## config.mk

```make
export PLATFORM = sky130hd
export DESIGN_NAME = rgbdd_luma
export DESIGN_NICKNAME = d
export VERILOG_FILES = /design/src/design/rgbdd_pkg.sv /design/src/design/rgbdd_luma.sv
export SDC_FILE = /design/constraint.sdc
export NUM_CORES = 1
export LEC_CHECK = 0
export BUFFER_PORTS_ARGS = -buffer_cell sky130_fd_sc_hd__buf_2
export CAP_MARGIN = 25
export CORE_MARGIN = 5
export CORE_UTILIZATION = 60
export DETAILED_ROUTE_END_ITERATION = 10
export PLACE_DENSITY = 0.87
export REMOVE_ABC_BUFFERS = 1
export SETUP_SLACK_MARGIN = 0.02
export SYNTH_ARGS = -nofsm -noshare
export SYNTH_HDL_FRONTEND = slang
export SYNTH_SLANG_ARGS = --single-unit
```

## constraint.sdc

```tcl
create_clock -name i_clk -period 14.5 [get_ports i_clk]
set_clock_uncertainty 0.2 [all_clocks]
set_input_delay 1.45 -clock i_clk [delete_from_list [all_inputs] [get_ports i_clk]]
set_output_delay 1.45 -clock i_clk [all_outputs]
set_load 0.02 [all_outputs]
```

## src/design/rgbdd_pkg.sv

```systemverilog
// Shared types and constants for the RGB565 thumbnail dither block.
package rgbdd_pkg;

    localparam int MODE_W  = 2;
    localparam int PIX_W   = 16;
    localparam int COORD_W = 16;
    localparam int DIM_W   = 16;
    localparam int DATA_W  = 8;
    localparam int CFG_IDX_W = 8;

    // Weighted gray sum 30R+59G+11B on 8-bit channels stays below 2^15.
    localparam int LUMA_W = 15;
    localparam int WEIGHT_R = 30;
    localparam int WEIGHT_G = 59;
    localparam int WEIGHT_B = 11;

    // floor(sum/100) < thr  <=>  sum < 100*thr
    localparam logic [LUMA_W-1:0] THR_EVEN_X100 = LUMA_W'(112 * 100);
    localparam logic [LUMA_W-1:0] THR_ODD_X100  = LUMA_W'(144 * 100);

    typedef enum logic [MODE_W-1:0] {
        MODE_PIXEL = 2'd0,
        MODE_READ  = 2'd1,
        MODE_CLEAR = 2'd2,
        MODE_NONE  = 2'd3
    } t_mode;

    localparam logic [CFG_IDX_W-1:0] REG_SOURCE_WIDTH  = CFG_IDX_W'(0);
    localparam logic [CFG_IDX_W-1:0] REG_SOURCE_HEIGHT = CFG_IDX_W'(1);

endpackage

```

## src/design/rgbdd_luma.sv

```systemverilog
// Weighted gray sum of an RGB565 pixel, registered on load.
module rgbdd_luma (
    input  logic                            i_clk,
    input  logic                            i_load,
    input  logic [rgbdd_pkg::PIX_W-1:0]     i_pix,
    output logic [rgbdd_pkg::LUMA_W-1:0]    o_luma
);

    logic [rgbdd_pkg::LUMA_W-1:0] r_luma;
    logic [rgbdd_pkg::LUMA_W-1:0] chan_r;
    logic [rgbdd_pkg::LUMA_W-1:0] chan_g;
    logic [rgbdd_pkg::LUMA_W-1:0] chan_b;
    logic [rgbdd_pkg::LUMA_W-1:0] n_luma;

    // Channels widened to 8 bits by a left shift
    assign chan_r = rgbdd_pkg::LUMA_W'({i_pix[15:11], 3'b000});
    assign chan_g = rgbdd_pkg::LUMA_W'({i_pix[10:5], 2'b00});
    assign chan_b = rgbdd_pkg::LUMA_W'({i_pix[4:0], 3'b000});

    assign n_luma = chan_r * rgbdd_pkg::LUMA_W'(rgbdd_pkg::WEIGHT_R)
                  + chan_g * rgbdd_pkg::LUMA_W'(rgbdd_pkg::WEIGHT_G)
                  + chan_b * rgbdd_pkg::LUMA_W'(rgbdd_pkg::WEIGHT_B);

    always_ff @(posedge i_clk) begin
        if (i_load) begin
            r_luma <= n_luma;
        end
    end

    assign o_luma = r_luma;

endmodule

```

== After elaboration in Yosys (flattened, before gate mapping) ==
Cells that the tools add are included.

* Flip-flop bits (word level): 15
* Bits of input ports: 18
* Output and inout bits: 15
* Logic and storage cells: 6

* Add/subtract/negate cells: 2
* Multipliers: 3

{| class="wikitable"
|+ Operators with widths
! cell !! count
|-
| $mul A5 B4 Y9 const B || 2
|-
| $add A13 B14 Y15 || 1
|-
| $add A15 B12 Y15 || 1
|-
| $mul A6 B6 Y12 const B || 1
|}

== Longest topological paths before layout ==
Gate-level depths: netlist (run 1).

* Depth in word-level cells: 3
* Mapped depth: 17
* Depth with buffers taken out: 17

== Least setup slack after synthesis (run 1) ==
No wires, ideal clock.

* Path type: in2reg
* Start point: input port i_pix[5] (netlist name)
* End point: register r_luma, in the netlist o_luma[14] (data pin)
* Library setup time: 254 ps
* Arrival time: 5602 ps
* Required time: 14046 ps
* Setup slack: 8444 ps
* Stages: 16
* Buffers on the path: 0
* Path through: fa_1 > inv_1 > fa_1 > fa_1 > inv_1 > ha_1 > a21o_1 > a21oi_1 > xor2_1 > fa_1 > inv_1 > ha_1 > and3_1 > a211oi_1 > o21ai_0 > a21o_1

* Word-level cells in the longest chain between the ends: 3

{| class="wikitable"
|+ RTL lines
! item !! RTL line !! text
|-
| from (decl) || rgbdd_luma.sv:5 || <nowiki>input logic [rgbdd_pkg::PIX_W-1:0] i_pix,</nowiki>
|-
| $mul A6 B6 Y12 || rgbdd_luma.sv:21 || <nowiki>+ chan_g * rgbdd_pkg::LUMA_W'(rgbdd_pkg::WEIGHT_G)</nowiki>
|-
| $add A13 B14 Y15 || rgbdd_luma.sv:21 ||
|-
| $add A15 B12 Y15 || rgbdd_luma.sv:22 || <nowiki>+ chan_b * rgbdd_pkg::LUMA_W'(rgbdd_pkg::WEIGHT_B);</nowiki>
|-
| named net n_luma (one bit) || rgbdd_luma.sv:13 || <nowiki>logic [rgbdd_pkg::LUMA_W-1:0] n_luma;</nowiki>
|-
| to (signal assigned) || rgbdd_luma.sv:26 || <nowiki>r_luma <= n_luma;</nowiki>
|-
| to (decl) || rgbdd_luma.sv:9 || <nowiki>logic [rgbdd_pkg::LUMA_W-1:0] r_luma;</nowiki>
|}

The timed path passes the listed nets, and every way through them passes these cells.
A chain may end at the register's enable or synchronous reset.

== Worst setup path after layout (run 1) ==
Same ends and word-level chain as after synthesis.

==> flow_metrics.tcl, run 1 <==
set metrics [dict create \
    layout_commonest_cell "ha_1" \
    ir_worst_vdd_mv 0.164 \
    antenna_cells 0 \
    overflow 0 \
    critPathMostFrequentCell "fa_1" \
    crit_path_end_kind "flop" \
    power_mw 0.678 \
    grt.busiest_layer "met2" \
    grt_pass1_wl_mm 8.05 \
    htreeDepth 1 \
    die_w_um 75.7 \
    postSynthCellCount 247 \
    synth_warnings 0 \
    drive_gt1_share_pct 13.2 \
    core_mm2 0.00409 \
    netlist_area_mm2 0.00259 \
    grt_use_total_pct 18.4 \
    hold_violations 0 \
    cp_slowest_stage_delay_ns 0.54 \
    finalSetupViolations 0 \
    numCtsBuffers 3 \
    antenna_left 0 \
    required_ns 14.29 \
    seq_area_frac_synth_pct 15.1 \
    vias_per_cell 5.35 \
    clock_sinks 13 \
    crit_fanout 6 \
    static-leakage-power_nw 1.53 \
    grt_use_met3_pct 2.11 \
    cts_hold_buf 0 \
    hold_path_depth 1 \
    min_period_ns 6.14 \
    antenna_found_initial 0 \
    cts_tree "done" \
    fmax_ghz 0.163 \
    largest_reg_flops 13 \
    syn_area_per_cell_um2 10.5 \
    setup_tns_ns 0 \
    cp.arrival_ns 5.94 \
    post_drt_wl_per_cell_um 13.9 \
    slew_violations 0 \
    slowest_stage "fa_1" \
    ios 33 \
    rsz0062_at_grt "no" \
    worstSetupPathType "in -> reg" \
    first_pass_iters 4 \
    status "finished clean" \
    area_growth_pct 9.51 \
    gp_congestion 0.845 \
    drc 0 \
    path_cells "buf_2 -> fa_1 -> inv_1 -> fa_1 -> fa_1 -> inv_1 -> ha_1 -> a21o_1 -> a21oi_1 -> xor2_1 -> fa_1 -> inv_1 -> ha_1 -> and3_1 -> a211oi_1 -> o21ai_0 -> a21o_1" \
    routed_wl_mm 4.58 \
    p_per_area_mw_per_mm2 239 \
    cts_resized 0 \
    postCtsSetupBuffers 0 \
    use_met1_pct 21.8 \
    grt_pass1_vias 1878 \
    cts_root_buffer "clkbuf_8" \
    path_clk_slew_ns 0.05 \
    grt_max_degree 14 \
    clk_path_buf_depth 2 \
    ys_ff_latch 13 \
    hold_end "o_luma[2]" \
    start_kind "primary input" \
    port_buffers 30 \
    nets 391 \
    dp_hpwl_mm 4.25 \
    hold_start "i_pix[5]" \
    core.rowCount 23 \
    hold_path_class "in -> reg" \
    layout_common_cells "63 x ha_1, 49 x inv_1, 30 x buf_2, 29 x fa_1, 17 x a21oi_1" \
    synth_cell_types 28 \
    fin_crit_sh_pct 42.4 \
    gr-usage-met2_pct 33.2 \
    die-area_mm2 0.00573 \
    cap_viol_max_count 0 \
    drt-initial-drc-count 85 \
    start_util_pct 63.4 \
    die_h_um 75.7 \
    dr_total_vias 1765 \
]
worst max-delay path by stage:
stage / end / slack [ns] / from
floorplan: o_luma[14] / 8.44 / i_pix[5]
global placement: o_luma[14] / 8.17 / i_pix[5]
detailed placement: o_luma[14] / 8.09 / i_pix[5]
CTS: o_luma[14] / 8.35 / i_pix[5]
global route: o_luma[14] / 8.06 / i_pix[5]
finish: o_luma[14] / 8.36 / i_pix[5]
through the flow:
step	std cells	instance area, um2	utilization (%)	hold WS (ns)	worst slack (ns)
finish	330	2840	69.4	1.27	8.36
global route	330	2840	69.4	1.27	8.06
CTS	330	2840	69.4	1.27	8.35
detailed placement	326	2790	68.3	1.52	8.09
global placement	326	2790	68.3	1.51	8.17
floorplan	246	2580	-	1.35	8.44
power by group:
part	internal, mW	switching, mW	total, mW	leakage [nW]
Clock	0.0194	0.0124	0.0317	0.0228
Sequential	0.0907	0.00355	0.0942	0.127
Combinational	0.241	0.311	0.552	1.38
logic make-up after synthesis:
family	synth area share, %
AO/OA/AOI/OAI	11.3
XOR/XNOR	8.45
adder cells (fa/ha/maj)	52.8
buffers and inverters	7.68
flip-flops	15.1
other	0.145
AND/OR/NAND/NOR	4.49
final cells by class:
| type | instances | area [um2] |
|---|---|---|
| multi-input cells | 184 | 2010 |
| fillers | 316 | 1250 |
| flip-flops and latches | 13 | 390 |
| inverters | 49 | 184 |
| repair buffers | 30 | 150 |
| well taps | 50 | 62.6 |
| clock buffers | 4 | 45.0 |
metal layers:
metal | wire length (um) | share of wire (%)
met5 | 0 | 0
met4 | 159 | 3.5
met3 | 160 | 3.5
met2 | 2300 | 50
met1 | 1950 | 43
synth_stat cells:
library cell  number  area, um2
a21oi_2            1       8.76
nand3_1            6       30.0
inv_1             49        184
buf_4              2       15.0
xnor2_1           16        140
and3_4             1       11.3
nor2_1             5       18.8
edfxtp_1          13        390
nand4_1            1       6.26
o2111ai_1          1       8.76
xor2_1             9       78.8
o21a_1             1       7.51
ha_1              63        788
o21ai_0            2       10.0
a2111oi_4          1       27.5
a211oi_1           1       7.51
a31oi_1            1       6.26
a21o_1            10       75.1
and2_1             1       6.26
nor2b_1            1       6.26
o41ai_1            1       8.76
and3_1             3       18.8
a21oi_1           17       85.1
o21bai_1           5       37.5
nand2_1            5       18.8
conb_1             1       3.75
o21bai_2           1       11.3
fa_1              29        581
worst max-delay path, delay by kind of cell:
| family | cells | cell delay (ns) |
|---|---|---|
| fa+ha+maj | 6 | 2.81 |
| buf+inv | 4 | 0.26 |
| xor+xnor | 1 | 0.11 |
| simple gates | 1 | 0.17 |
| compound gates | 5 | 1.12 |
(Power assumes the default switching activity.)
==> run 2, diff against run 1 <==
--- a/config.mk
+++ b/config.mk
@@ -5,6 +5,7 @@
 export SDC_FILE = /design/constraint.sdc
 export NUM_CORES = 1
 export LEC_CHECK = 0
+export ABC_AREA = 1
 export BUFFER_PORTS_ARGS = -buffer_cell sky130_fd_sc_hd__buf_2
 export CAP_MARGIN = 25
 export CORE_MARGIN = 5
==> constraint.sdc (replaced) <==
create_clock -name i_clk -period 5.7 [get_ports i_clk]
set_clock_uncertainty 0.2 [all_clocks]
set_input_delay 0.57 -clock i_clk [delete_from_list [all_inputs] [get_ports i_clk]]
set_output_delay 0.57 -clock i_clk [all_outputs]
set_load 0.02 [all_outputs]
==> run 2 against run 1 <==
Flip-flop and latch count did not move. Via count rose by 25%. Non-clock buffer count did not move. Count of clock-buffer cells in the layout did not move. Total power rose to 2.6 times the previous value. Largest power group unchanged. Highest routed layer unchanged.
==> flow_metrics.tcl, run 2 <==
set metrics [dict create \
    antenna_cells 0 \
    numCtsBuffers 3 \
    rsz0062_at_grt "no" \
    largest_reg_flops 13 \
    fill_cells 352 \
    drive_gt1_share_pct 10.7 \
    crit_path_end_kind "flop" \
    overflow 0 \
    seq_area_frac_synth_pct 13.9 \
    path_clk_slew_ns 0.05 \
    grt_pass1_wl_mm 8.87 \
    cp.arrival_ns 4.86 \
    yosysMostFrequentCell "inv_1" \
    nets 475 \
    grt_use_total_pct 17.7 \
    fmax_ghz 0.198 \
    critPathMostFrequentCell "nand2_1" \
    netlist_area_mm2 0.00280 \
    finalSetupViolations 0 \
    fin_crit_sh_pct 88.8 \
    p_per_area_mw_per_mm2 586 \
    crit_buf_inv 5 \
    register_area_um2 390 \
    die_w_um 78.3 \
    setup_tns_ns 0 \
    syn_area_per_cell_um2 8.46 \
    antenna_found_initial 0 \
    fin_util_pct 68.6 \
    dr_total_vias 2203 \
    first_pass_iters 4 \
    drt-initial-drc-count 93 \
    crit_cells 22 \
    core.rowCount 24 \
    cts_root_buffer "clkbuf_8" \
    hold_path_depth 1 \
    layout_commonest_cell "inv_1" \
    synth_warnings 0 \
    cts_tree "done" \
    layout_common_cells "74 x inv_1, 70 x nand2_1, 63 x ha_1, 30 x buf_2, 29 x fa_1" \
    synth_flop_cell "edfxtp_1" \
    clk_path_buf_depth 2 \
    drc 0 \
    ys_ff_latch 13 \
    dp_hpwl_mm 4.70 \
    crit_fanout 5 \
    synth_top_area_share_pct 28.2 \
    static-leakage-power_nw 1.76 \
    core_mm2 0.00444 \
    cp_slowest_stage_delay_ns 0.55 \
    synth_common_cells "74 x inv_1, 70 x nand2_1, 63 x ha_1" \
    hold_violations 0 \
    die_h_um 78.3 \
    cts_resized 0 \
    async_flop_share_pct 0 \
    synth_area_leaders "ha_1 28%, fa_1 21%, edfxtp_1 14%" \
    path_cells "buf_2 -> fa_1 -> inv_1 -> fa_1 -> fa_1 -> inv_1 -> ha_1 -> nand2_1 -> nand3_1 -> nand3_1 -> nand2_1 -> nand2_1 -> nand2_1 -> fa_1 -> inv_1 -> ha_1 -> nand2_1 -> inv_1 -> a21boi_0 -> nand2_1 -> nand2_1 -> nand2_1" \
    min_period_ns 5.06 \
    ir_worst_vdd_mv 0.341 \
    grt_max_degree 14 \
    port_buffers 30 \
    antenna_left 0 \
    cap_viol_max_count 0 \
    required_ns 5.50 \
    grt_pass1_vias 2183 \
    die-area_mm2 0.00613 \
    start_util_pct 63.0 \
    status "finished clean" \
    hold_path_class "in -> reg" \
    routed_wl_mm 5.24 \
    synth_edf_count 13 \
    slew_violations 0 \
    slowest_stage "fa_1" \
    multi_input_area_mm2 0.00212 \
    synth_cell_types 27 \
    synth_top_area_cell "ha_1" \
    area_growth_pct 8.89 \
    ios 33 \
    postCtsSetupBuffers 0 \
    post_drt_wl_per_cell_um 12.6 \
    gp_congestion 0.907 \
    clock_sinks 13 \
    htreeDepth 1 \
    cts_hold_buf 0 \
    vias_per_cell 5.30 \
    cp_top_family "adder cells" \
    start_kind "primary input" \
    worstSetupPathType "in -> reg" \
    postSynthCellCount 331 \
]
[run 2: cell type report]
type,instances,share of cell area [%]
Sequential cell,13,12.8
Clock buffer,4,1.48
Timing Repair Buffer,30,4.92
Inverter,75,9.23
Multi-Input combinational cell,242,69.4
Tap cell,52,2.13
[run 2: cells by family (layout without fill, tap and decap cells)]
group,count (synthesis),after routing,synth area share (%)
xor gates and xnor gates,15,15,4.69
adders and majority gates,92,92,48.9
DFF,13,13,13.9
other,1,2,0.134
buffers and inverters,77,109,10.6
AOI/OAI and AO/OA,23,23,4.65
and+or+nand+nor,110,110,17.1
[run 2: final timing paths]
kind	slack (ns)	endpoint	startpoint
min	0.39	o_luma[2]	i_pix[5]
max	0.64	o_luma[12]	i_pix[5]
[run 2: where the power goes]
group	switching (mW)	leakage, nW	total, mW	internal [mW]
registers	0.00767	0.127	0.225	0.217
logic	0.925	1.61	1.48	0.559
clock network	0.0297	0.0228	0.0788	0.0491
[run 2: layer usage]
| metal | track usage [%] | wire length, um | vias up |
|---|---|---|---|
| li1 | - | - | 1121 |
| met1 | 21.2 | 2260 | 1002 |
| met2 | 32.4 | 2630 | 68 |
| met3 | 1.14 | 202 | 12 |
| met4 | 8.04 | 146 | 0 |
| met5 | 0 | 0 | - |
[run 2: stage by stage]
step,total power [mW],hold WS [ns],area [um2],cells,setup WS [ns]
6_report,1.79,0.393,3050,416,0.637
5_1_grt,2.02,0.414,3050,416,0.286
4_1_cts,1.77,0.392,3050,416,0.651
3_5_place_dp,1.69,0.641,3000,412,0.399
3_3_place_gp,1.62,0.627,3000,412,0.606
2_1_floorplan,1.38,0.469,2790,330,0.854
