### src/design/rgbdd_pkg.sv
// Shared types and constants for the RGB565 thumbnail dither block.
package rgbdd_pkg;

    localparam int MODE_W  = 2;
    localparam int PIX_W   = 16;
    localparam int COORD_W = 16;
    localparam int DIM_W   = 16;
    localparam int DATA_W  = 8;
    localparam int CFG_IDX_W = 8;

    // Weighted gray sum 30R+59G+11B on 8-bit channels stays below 2^15.
    localparam int LUMA_W = 15;
    localparam int WEIGHT_R = 30;
    localparam int WEIGHT_G = 59;
    localparam int WEIGHT_B = 11;

    // floor(sum/100) < thr  <=>  sum < 100*thr
    localparam logic [LUMA_W-1:0] THR_EVEN_X100 = LUMA_W'(112 * 100);
    localparam logic [LUMA_W-1:0] THR_ODD_X100  = LUMA_W'(144 * 100);

    typedef enum logic [MODE_W-1:0] {
        MODE_PIXEL = 2'd0,
        MODE_READ  = 2'd1,
        MODE_CLEAR = 2'd2,
        MODE_NONE  = 2'd3
    } t_mode;

    localparam logic [CFG_IDX_W-1:0] REG_SOURCE_WIDTH  = CFG_IDX_W'(0);
    localparam logic [CFG_IDX_W-1:0] REG_SOURCE_HEIGHT = CFG_IDX_W'(1);

endpackage

### src/design/rgbdd_div.sv
// Restoring divider, one quotient bit per cycle; quotient known to fit in QW bits.
module rgbdd_div #(
    parameter int QW = 7
) (
    input  logic                                  i_clk,
    input  logic                                  i_rst_n,
    input  logic                                  i_start,
    input  logic [rgbdd_pkg::DIM_W+QW-1:0]        i_num,
    input  logic [rgbdd_pkg::DIM_W-1:0]           i_den,
    output logic                                  o_done,
    output logic [QW-1:0]                         o_quot
);

    localparam int CNT_W = $clog2(QW + 1);
    localparam int DW    = rgbdd_pkg::DIM_W;

    logic             r_busy;
    logic             r_done;
    logic [CNT_W-1:0] r_cnt;
    logic [DW-1:0]    r_rem;
    logic [DW-1:0]    r_den;
    logic [QW-1:0]    r_low;

    logic [DW:0]      rem_sh;
    logic [DW:0]      rem_sub;
    logic             ge;

    // Shift in the next numerator bit, subtract when it fits
    assign rem_sh  = {r_rem, r_low[QW-1]};
    assign ge      = rem_sh >= {1'b0, r_den};
    assign rem_sub = rem_sh - {1'b0, r_den};

    always_ff @(posedge i_clk) begin
        if (!i_rst_n) begin
            r_busy <= 1'b0;
            r_done <= 1'b0;
            r_cnt  <= '0;
        end else begin
            // done rises with the last quotient bit, unless a restart comes in
            r_done <= !i_start && r_busy && (r_cnt == CNT_W'(1));
            if (i_start) begin
                r_busy <= 1'b1;
                r_cnt  <= CNT_W'(QW);
            end else if (r_busy) begin
                r_cnt <= r_cnt - CNT_W'(1);
                if (r_cnt == CNT_W'(1)) begin
                    r_busy <= 1'b0;
                end
            end
        end
    end

    always_ff @(posedge i_clk) begin
        if (i_start) begin
            // numerator < den * 2^QW, so the upper part starts below den
            r_rem <= i_num[DW+QW-1:QW];
            r_low <= i_num[QW-1:0];
            r_den <= i_den;
        end else if (r_busy) begin
            r_rem <= ge ? rem_sub[DW-1:0] : rem_sh[DW-1:0];
            r_low <= {r_low[QW-2:0], ge};
        end
    end

    assign o_done = r_done;
    assign o_quot = r_low;

endmodule

### config.mk
export PLATFORM = sky130hd
export DESIGN_NAME = rgbdd_div
export DESIGN_NICKNAME = d
export VERILOG_FILES = /design/src/design/rgbdd_pkg.sv /design/src/design/rgbdd_div.sv
export SDC_FILE = /design/constraint.sdc
export NUM_CORES = 1
export LEC_CHECK = 0
export ABC_AREA = 1
export BUFFER_PORTS_ARGS = -buffer_cell sky130_fd_sc_hd__buf_2
export CORE_MARGIN = 3
export CORE_UTILIZATION = 30
export CTS_BUF_LIST = sky130_fd_sc_hd__clkbuf_4
export CTS_CLUSTER_DIAMETER = 80
export CTS_CLUSTER_SIZE = 16
export DETAILED_ROUTE_END_ITERATION = 16
export PLACE_DENSITY_LB_ADDON = 0.08
export RECOVER_POWER = 50
export REMOVE_ABC_BUFFERS = 1
export SLEW_MARGIN = 20
export SYNTH_ARGS = -nofsm -noshare
export SYNTH_HDL_FRONTEND = slang
export SYNTH_SLANG_ARGS = --single-unit
### constraint.sdc
create_clock -name i_clk -period 2 [get_ports i_clk]
set_input_delay 0.1 -clock i_clk [delete_from_list [all_inputs] [get_ports i_clk]]
set_output_delay 0.1 -clock i_clk [all_outputs]
set_load 0.05 [all_outputs]
Word-level counts from Yosys, hierarchy flattened
Cells that the tools add are included.
W data, S select, Z words.
{ "totals": {"regBits": 44, "input_bits": 42, "word_cells": 24} }
{ "op_classes": {"n_addsub": 2, "n_lt_le_gt_ge": 1, "eq_ne": 1, "mux": 10, "n_reduce_logical": 4} }
{ "ops": {"columns": ["op", "n"], "rows": [
  ["$mux W16", 3],
  ["$ge A17 B16 Y1", 1],
  ["$sub A16 B16 Y16", 1],
  ["$mux W7", 2],
  ["$mux W3", 2],
  ["$eq A3 B1 Y1 const B", 1],
  ["$mux W1", 3],
  ["$sub A3 B1 Y3 const B", 1],
  ["$logic_and A1 B1 Y1", 2],
  ["$reduce_bool A2 Y1", 1],
  ["$logic_not A1 Y1", 1]
]} }

Logic depth before layout (Yosys ltp)
Gate-level depths: netlist of the first run.
{ "logic_depth": {"depth_word": 4, "depth_mapped": 14} }

Worst setup path after synthesis of the first run
OpenSTA, ideal clock, no wires.
{ "synth_timing": {"path_kind": "reg2reg", "startpoint": "register r_low[6], in the netlist o_quot[6]", "endpoint": "register r_rem[14], data pin", "setup_ns": 0.253, "arrival_time_ns": 2.010, "t_required_ns": 1.747, "setup_slack_ns": -0.263, "stages_incl_launch_ff": 15, "period_less_slack_ns": 2.263, "cell_sequence": "edfxtp_1 > inv_1 > ha_1 > inv_1 > fa_1 > nand2_1 > nand3_1 > nand3_1 > nand2_1 > nand2_1 > nand2_1 > nand2_1 > nand3_2 > nand3_1 > nand2_1"} }
{ "synth_between": {"elab_chain_len": 4} }
{ "synth_lines": {"columns": ["item", "line_no", "text"], "rows": [
  ["from (decl)", "rgbdd_div.sv:22", "logic [QW-1:0] r_low;"],
  ["from (signal assigned)", "rgbdd_div.sv:57", "r_low <= i_num[QW-1:0];"],
  ["from (signal assigned)", "rgbdd_div.sv:61", "r_low <= {r_low[QW-2:0], ge};"],
  ["$sub A16 B16 Y16 or $ge A17 B16 Y1 (tied branches)", "rgbdd_div.sv:31, rgbdd_div.sv:30", null],
  ["$mux W16 *", "rgbdd_div.sv:60", "r_rem <= ge ? rem_sub[DW-1:0] : rem_sh[DW-1:0];"],
  ["$mux W16 *", "rgbdd_div.sv:59", "end else if (r_busy) begin"],
  ["$mux W16 *", "rgbdd_div.sv:54", "if (i_start) begin"],
  ["to (signal assigned)", "rgbdd_div.sv:56", "r_rem <= i_num[DW+QW-1:QW];"],
  ["to (signal assigned)", "rgbdd_div.sv:60", null],
  ["to (decl)", "rgbdd_div.sv:20", "logic [DW-1:0] r_rem;"]
]} }
Mark *: on every way between the ends. The rest lies on a longest branch, timed or not. The select of a mux whose other input is x is not followed.
A chain may end at the register's enable or synchronous reset.

Worst setup path after layout of the first run
{ "layout_timing": {"startpoint": "register r_rem[13]", "endpoint": "register r_rem[8], data pin"} }
{ "layout_between": {"elab_chain_len": 4} }
{ "layout_lines": {"columns": ["item", "line_no", "text"], "rows": [
  ["$ge A17 B16 Y1", "rgbdd_div.sv:30", "assign ge = rem_sh >= {1'b0, r_den};"],
  ["$mux W16", "rgbdd_div.sv:60", null],
  ["$mux W16", "rgbdd_div.sv:59", null],
  ["$mux W16", "rgbdd_div.sv:54", null]
]} }
Every way passes these cells. The select of a mux whose other input is x is not followed.

==> impl_results.md, run 1 <==
* Status: complete, but fails checks
* Failing checks: setup timing
* Grt peak-use layer: met2
* Initial Util at 31.0%
* Critical Path RT at 2160 ps
* Mapped Cells at 394
* Antenna violations before repair at 0
* Worst slew pin tran at 917 ps
* # fillers at 941
* Post-synthesis xor/xnor area fraction at 1.72%
* Vias per cell at 4.50
* PD cells at 878 nW/um^2
* Final #Nets at 609
* Number of H-tree levels at 2
* Mean Syn Cell Area at 7.76 um^2
* Final WS setup at -65.1 ps
* Synthesized area at 3060 um^2
* DRT antenna net count at 0
* Power Total at 4.40 mW
* Largest family of logic cells by synthesized area: simple AND/OR/NAND/NOR gates
* Unrepaired setup endpoints after global routing: yes
* Max_slew headroom at 38.8%
* Final instance area at 5010 um^2
* Detailed placement HPWL at 6030 um
* Endpoints failing setup at 16
* Synth Area in Simple Gates at 35.4%
* Number of synthesized flops with an enable pin at 39
* Clk Tree Root Cell: clkbuf_4
* Hold slack at 113 ps
* WL/cell at 13.4 um
* Die Ht at 107 um
* Synthesized-area fraction occupied by adder cells at 8.02%
* R2r startpoint: r_rem[13]
* Post-DP Area at 3770 um^2
* Commonest register cell after synthesis: edfxtp_1
* Complex-gate fraction of the synthesized area at 3.07%
* Met1 Track Usage GR at 20.1%
* Setup crit end kind: flop
* Worst R2R End: r_rem[8]
* Critical Setup Path Class: reg2reg
* Final Hold Vio Count at 0
* Met3 usage at 2.95%
* Period utilization at 103%
* Io pins at 50
* Area grow syn2layout at 63.8%
* Worst IR drop on VDD at 0.377 mV
* DRC at 0
* Num rows at 36
* First-pass GRT wire length at 14500 um
* Port bufs at 49
* Layout cells sized above 1 at 40.1%
* GP Congestion at 0.828
* Overall Global Routing Usage at 16.3%
* Start point of the worst hold path: i_start
* Clock Sinks at 44
* Synth Register Bits at 44
* Final Core Density at 50.8%
* CP Launch Type: flop
* GRT Residual Overflow at 0
* Max FO, Critical Path at 8
* Worst hold path class: in2reg
* Mux cell area share after synthesis at 0%
* Die X at 107 um
* Placed instance count at 610
* Register-to-register setup slack at -70 ps
* GRT met2 Usage at 28.8%
* Layout Cells excl Fill at 682
* Clk slew on worst S/H paths at 170 ps
* Worst skew pair latency at 400 ps
* Leak at 2.39 nW
* Hold EP: r_den[9]
* Hold path depth at 1
* Max_cap viols at 0
* Ys Warns at 0
* Yosys cell types at 36
* Fmax at 484 MHz
* Setup WS pre-CTS at -275 ps
* Iter 0 DRT Violations at 93
* Die footprint at 11400 um^2
* Via count at 3071
* Max Clock Skew at 28.7 ps
* Largest net degree at the start of global routing at 22
* Vias in the first global route at 3051
* TritonCTS clock tree: done
* Max-slew violations at 0
* Pre-antenna DRT Iters at 4
* TritonCTS buffer count at 5
* Ys async rst share at 0%
* R2R depth at 11
* CTS max path bufs at 2
* Sequential area share after synthesis at 41.6%
* Total Wirelength at 9150 um
* Inserted Diodes at 0
* Core region area at 9860 um^2
* Worst Path Arrival at 2230 ps
* Sum Neg Setup Slack at -825 ps
* Tmin final at 2070 ps
[placed cells by master (no fill, tap or decap), drive strengths merged]
cell,instances
clkinvlp,1
xnor2,4
bufinv,1
clkinv,1
nor2,21
edfxtp,39
o21ai,4
nand3b,16
nor3,3
inv,69
nand2,146
a221oi,1
and2,1
nand3,39
dlygate4sd3,39
buf,112
fa,1
nor4,1
or2,1
dfxtp,5
a21oi,11
xor2,2
ha,18
clkbuf,8
nand4,4
a31oi,1
[layer usage]
metal	vias to the layer above	wire length [um]
li1	1569	-
met1	1431	4130
met2	55	4550
met3	16	311
met4	0	164
met5	-	0
[kinds of logic (layout without fill, tap and decap cells)]
logic type / after synthesis / after routing
and+or+nand+nor: 231 / 232
buffers and inverters: 77 / 231
DFF: 44 / 44
adders and majority gates: 19 / 19
AOI/OAI and AO/OA: 17 / 17
xor gates and xnor gates: 6 / 6
[how the worst max path moves through the flow]
stage | slack (ps) | start | endpoint
final | -70 | r_rem[13] | r_rem[8]
after global routing | -180 | r_rem[14] | r_rem[8]
after CTS | -70 | r_rem[14] | r_rem[2]
after detailed placement | -270 | o_quot[6] | r_rem[14]
after global placement | -270 | o_quot[6] | r_rem[14]
after floorplan | -280 | o_quot[6] | r_rem[14]
[power by group]
group | leakage (nW) | switching [mW] | internal [mW]
registers | 0.432 | 0.0908 | 1.16
clock network | 0.0418 | 0.355 | 0.267
logic | 1.92 | 1.30 | 1.23
total | 2.39 | 1.74 | 2.66
[repair_timing]
item / 4_1_cts / 5_1_grt
buffers inserted: 18 / 4
hold buffers: 39 / 0
cloned: 2 / 1
pin swaps: 21 / 32
endpoints found under the setup margin: 17 / 17
endpoints found under the hold margin: 43 / 0
resized for setup: 51 / 51
[critical path, cell delays in order (launching register included)]
cell      delay [ps]
edfxtp_1         460
ha_4             320
nand3b_1         130
nor2_1           150
nand2_2           80
nor2_4           150
nor2_8            70
buf_12           150
nand2_8          120
nand2_1           80
nand3_2           70
nand2_1           40
[cell usage after synthesis (2+ instances only)]
| cell | instances | area [um^2] |
|---|---|---|
| nand2_1 | 140 | 526 |
| inv_1 | 60 | 225 |
| edfxtp_1 | 39 | 1170 |
| nand3_1 | 35 | 175 |
| ha_1 | 18 | 225 |
| nor2_1 | 17 | 63.8 |
| nand3b_1 | 16 | 120 |
| a21oi_1 | 10 | 50.1 |
| inv_2 | 8 | 30.0 |
| dfxtp_1 | 5 | 100 |
| nand3_2 | 4 | 40.0 |
| nand4_1 | 4 | 25.0 |
| o21ai_0 | 4 | 20.0 |
| xnor2_1 | 4 | 35.0 |
| clkbuf_1 | 3 | 11.3 |
| nand2_2 | 3 | 18.8 |
| buf_2 | 2 | 10.0 |
| nor2_2 | 2 | 12.5 |
| nor3_1 | 2 | 10.0 |
| xor2_1 | 2 | 17.5 |
[layout make-up]
| type | instances | area, um^2 | share of cell area (%) |
|---|---|---|---|
| multi-input combinational | 274 | 1990 | 39.6 |
| sequential | 44 | 1270 | 25.4 |
| timing repair buffer | 154 | 1240 | 24.8 |
| inverter | 69 | 259 | 5.17 |
| tap | 133 | 166 | 3.32 |
| clock inverter | 3 | 46.3 | 0.924 |
| clock buffer | 5 | 37.5 | 0.749 |
[registers in the layout (all words and copies together), names as in the netlist]
name	flops
r_rem	16
r_busy	1
o_done	1
r_cnt	3
o_quot	7
r_den	16
No activity file was read; power rests on OpenSTA's default activity.
==> inputs of run 2 (changes only) <==
REMOVE_ABC_BUFFERS = not set   (was 1)
==> impl_results.md, run 2 (synthesis gave the netlist of run 1 again) <==
* Post-synthesis net count at 455
* GP Congestion at 0.853
* R2R depth at 11
* Endpoints failing setup at 12
* P_sw at 1.61 mW
* Worst R2R End: r_rem[8]
* TritonCTS buffer count at 5
* Layout cells sized above 1 at 39.6%
* Critical Setup Path Class: reg2reg
* GRT Residual Overflow at 0
* Via count at 2939
* Initial Util at 31.0%
* Total Wirelength at 8800 um
* TritonCTS clock tree: done
* Power share of the combinational group at 57.5%
* Final WS setup at -39.3 ps
* Num rows at 36
* Max_cap viols at 0
* Worst slew pin tran at 366 ps
* Power Total at 4.03 mW
* Hold slack at 10.9 ps
* Clock power share at 11.4%
* Iter 0 DRT Violations at 120
* Worst IR drop on VDD at 0.388 mV
* Largest net degree at the start of global routing at 30
* Final Hold Vio Count at 0
* Die X at 107 um
* Sequential power share at 31.1%
* Pre-antenna DRT Iters at 4
* Max_slew headroom at 75.6%
* Max Clock Skew at 14.6 ps
* Detailed placement HPWL at 6410 um
* Unrepaired setup endpoints after global routing: yes
* Start point of the worst hold path: i_num[9]
* Int Power at 2.42 mW
* Die footprint at 11400 um^2
* CTS max path bufs at 2
* Worst skew pair latency at 370 ps
* Number of H-tree levels at 2
* Io pins at 50
* Placed instance count at 611
* First-pass GRT wire length at 14700 um
* Clk Tree Root Cell: clkbuf_4
* Worst hold path class: in2reg
* Failing checks: setup timing
* DRT antenna net count at 0
* Die Ht at 107 um
* Clock Sinks at 44
* Max FO, Critical Path at 8
* Hold path depth at 3
* Fmax at 490 MHz
* Worst Path Arrival at 2190 ps
* Setup crit end kind: flop
* R2r startpoint: r_rem[10]
* Vias per cell at 4.41
* Inserted Diodes at 0
* Critical Path RT at 2150 ps
* Layout Cells excl Fill at 666
* Clk slew on worst S/H paths at 140 ps
* Sw Share at 40.0%
* Port bufs at 49
* Antenna violations before repair at 0
* Leak at 2.25 nW
* Hold EP: r_rem[2]
* Area grow syn2layout at 54.2%
* Status: complete, but fails checks
* Most common cell after layout, fill and taps aside: nand2_1
* Most frequent cells in the layout: 110 x nand2_1, 53 x buf_4, 52 x inv_1
* Overall Global Routing Usage at 16.3%
* WL/cell at 13.2 um
* Max-slew violations at 0
* PD cells at 854 nW/um^2
* Final #Nets at 593
* Tmin final at 2040 ps
* Core region area at 9860 um^2
* Vias in the first global route at 3012
* DRC at 0
* Period utilization at 102%
* Register-to-register setup slack at -40 ps
* CP Launch Type: flop
## run 2: cell count changes in the layout (fill, tap and decap cells not counted), moves of 4 or more
cell / delta
inv_2: +5
nand2_2: +5
nand2_4: -4
inv_1: -5
nand3_2: -5
nand3_1: +4
dlygate4sd3_1: -8
## run 2: how the worst max path moves through the flow
stage / startpoint / end / slack (ps) / cells past startpoint
after CTS: o_quot[6] / r_rem[10] / -50 / 14
after global placement: r_rem[13] / r_rem[10] / -160 / 10
final: r_rem[10] / r_rem[8] / -40 / 11
after detailed placement: r_rem[11] / r_rem[10] / -130 / 12
after global routing: o_quot[6] / r_rem[10] / -150 / 14
after floorplan: o_quot[6] / r_rem[14] / -170 / 14
## run 2: layout make-up
cell class              instances  area [um^2]
inverters                      69          259
fillers                       965         5150
clock inverters                 1         5.00
well taps                     133          166
repair buffers                138         1040
clock buffers                   7         52.6
flip-flops and latches         44         1270
multi-input cells             274         1930
## run 2: power by group through the flow
| stage | registers, mW | logic, mW | clock network, mW |
|---|---|---|---|
| 2_1_floorplan | 1.28 | 1.09 | 0 |
| 3_3_place_gp | 1.24 | 1.79 | 0 |
| 3_5_place_dp | 1.24 | 1.78 | 0 |
| 4_1_cts | 1.25 | 2.07 | 0.482 |
| 5_1_grt | 1.27 | 2.57 | 0.511 |
| 6_report | 1.25 | 2.32 | 0.458 |
## run 2: repair_timing
| item | CTS | global route |
|---|---|---|
| gates cloned | 1 | 0 |
| hold endpoints to repair | 35 | 0 |
| pin swaps | 19 | 38 |
| resized for setup | 34 | 50 |
| hold buffers | 31 | 0 |
| endpoints found under the setup margin | 16 | 17 |
| setup buffers | 9 | 6 |
## run 2: critical path, cell delays in order (launching register included)
cell and delay, ps:
edfxtp_1 450, ha_4 330, nand2_2 60, inv_2 80
nand2_2 70, nor3_4 250, nand2_8 120, buf_12 150
nand2_8 100, nand2_1 80, nand3_2 90, nand2_1 50
## run 2: metal layers
metal	track usage [%]	part of all wire [%]	vias to the layer above
met1	22.5	48	1329
met4	4.66	1.4	0
met3	2.29	4.1	10
met2	26.8	47	66
met5	0	0	-
li1	-	-	1534
## run 2: per-stage QoR
step,setup TNS [ps],worst slack [ps],area (um^2),util (%)
2_1_floorplan,-801,-174,3080,-
3_3_place_gp,-1750,-157,3780,38.4
3_5_place_dp,-1550,-135,3780,38.4
4_1_cts,-351,-51.2,4470,45.3
5_1_grt,-1900,-150,4720,47.8
6_report,-206,-39.3,4720,47.8
==> inputs of run 3 (changes only) <==
CORE_UTILIZATION = 45   (was 30)
==> impl_results.md, run 3 (synthesis gave the netlist of run 1 again) <==
* Max_slew headroom at 51.8%
* Failing checks: setup timing
* Most frequent cells in the layout: 107 x nand2_1, 54 x inv_1, 52 x buf_4
* Critical Path RT at 2140 ps
* Hold slack at 5.11 ps
* Unrepaired setup endpoints after global routing: yes
* CP max stage cell: edfxtp_1
* Clk slew on worst S/H paths at 140 ps
* Post-synthesis net count at 455
* Final WS setup at -49.0 ps
* Max-slew violations at 0
* Antenna violations before repair at 0
* Port bufs at 49
* Clock Sinks at 44
* Leak at 2.27 nW
* Inserted Diodes at 0
* Pre-antenna DRT Iters at 4
* Fmax at 488 MHz
* DRT antenna net count at 0
* TritonCTS buffer count at 5
* Final instance area at 4640 um^2
* Setup crit end kind: flop
* Die footprint at 7820 um^2
* Layout cells sized above 1 at 40.9%
* Area grow syn2layout at 51.6%
* Critical Setup Path Class: reg2reg
* Via count at 2961
* First-pass GRT wire length at 14000 um
* Overall Global Routing Usage at 23.2%
* Tmin final at 2050 ps
* Worst path bufs/invs at 1
* Max FO, Critical Path at 8
* Detailed placement HPWL at 5810 um
* WL/cell at 14.1 um
* Num rows at 29
* Post-DP Area at 3720 um^2
* Worst path cell trace: ha_4 -> buf_4 -> nand2_2 -> nor2_2 -> nand3_2 -> nand3_4 -> nand2_8 -> nand2_8 -> nand3_4 -> nand3_2 -> nand2_1
* CP Launch Type: flop
* Die Ht at 88.5 um
* DRC at 0
* Period utilization at 102%
* Largest net degree at the start of global routing at 25
* Worst hold path class: in2reg
* TritonCTS clock tree: done
* PD cells at 898 nW/um^2
* Number of H-tree levels at 2
* Iter 0 DRT Violations at 178
* Crit-path leading delay family: simple AND/OR/NAND/NOR gates
* GRT Residual Overflow at 0
* Core region area at 6460 um^2
* Worst skew pair latency at 360 ps
* Worst IR drop on VDD at 0.550 mV
* Status: complete, but fails checks
* Final Hold Vio Count at 0
* Endpoints failing setup at 15
* CTS max path bufs at 2
* Vias per cell at 4.88
* GP Congestion at 0.935
* Most common cell after layout, fill and taps aside: nand2_1
* Max Clock Skew at 2.38 ps
* Register-to-register setup slack at -50 ps
* Clk Tree Root Cell: clkbuf_4
* Vias in the first global route at 3015
* Initial Util at 47.4%
* Die X at 88.5 um
* Final #Nets at 590
* Worst Path Arrival at 2180 ps
* Worst slew pin tran at 723 ps
* Max_cap viols at 0
* Io pins at 50
* Total Wirelength at 8530 um
* Slowest Stage Delay on Critical Path at 450 ps
## run 3: cell types whose count changed in the layout (fill, tap and decap cells not counted), moves of 3 or more
cell,delta
inv_2,-3
nand3_2,+3
nand2_1,-3
buf_6,+3
dlygate4sd3_1,-7
## run 3: cell type report
type,instances,area (um^2)
clock inverters,2,16.3
inverters,69,262
fillers,491,1820
repair buffers,135,1020
well taps,77,96.3
flip-flops and latches,44,1270
multi-input cells,274,1920
clock buffers,6,45.0
## run 3: what timing repair did
| action | CTS | global route |
|---|---|---|
| hold buffers | 23 | 1 |
| resized for setup | 63 | 27 |
| hold endpoints to repair | 24 | 1 |
| setup endpoints to repair | 17 | 17 |
| gates cloned | 2 | 0 |
| setup buffers | 15 | 2 |
| pin swaps | 33 | 18 |
## run 3: report_power, final
group | switching, mW | leakage (nW) | total [mW] | internal, mW
Sequential | 0.0869 | 0.432 | 1.25 | 1.16
Clock | 0.314 | 0.0319 | 0.468 | 0.154
Combinational | 1.28 | 1.81 | 2.45 | 1.16
Total | 1.69 | 2.27 | 4.16 | 2.48
## run 3: worst reg2reg max path, cell delays in order, from the launching register on
cell and delay (ps):
edfxtp_1 450, ha_4 310, buf_4 120, nand2_2 50, nor2_2 150, nand3_2 130
nand3_4 130, nand2_8 120, nand2_8 170, nand3_4 90, nand3_2 70, nand2_1 50
## run 3: path summary, 6_finish.rpt
check	start	to	cells past startpoint
min reg2reg	r_cnt[0]	r_cnt[0]	1
min	i_num[9]	r_rem[2]	3
max reg2reg	r_rem[5]	r_rem[11]	11
max	r_rem[5]	r_rem[11]	11
## run 3: through the flow
step | setup TNS (ps) | instances | power (mW) | setup slack [ps] | utilization [%]
CTS | -426 | 604 | 3.99 | -54.3 | 70.1
finish | -399 | 607 | 4.16 | -49.0 | 71.8
detailed placement | -1390 | 556 | 2.98 | -133 | 57.6
global route | -2270 | 607 | 4.46 | -164 | 71.8
floorplan | -801 | 394 | 2.37 | -174 | -
global placement | -958 | 556 | 2.97 | -117 | 57.6
## run 3: routing by layer
layer	up-vias	track usage [%]	routed length [um]
li1	1536	-	-
met1	1353	31.4	4060
met2	58	37.9	3990
met3	14	3.82	328
met4	0	7.55	150
met5	-	0	0
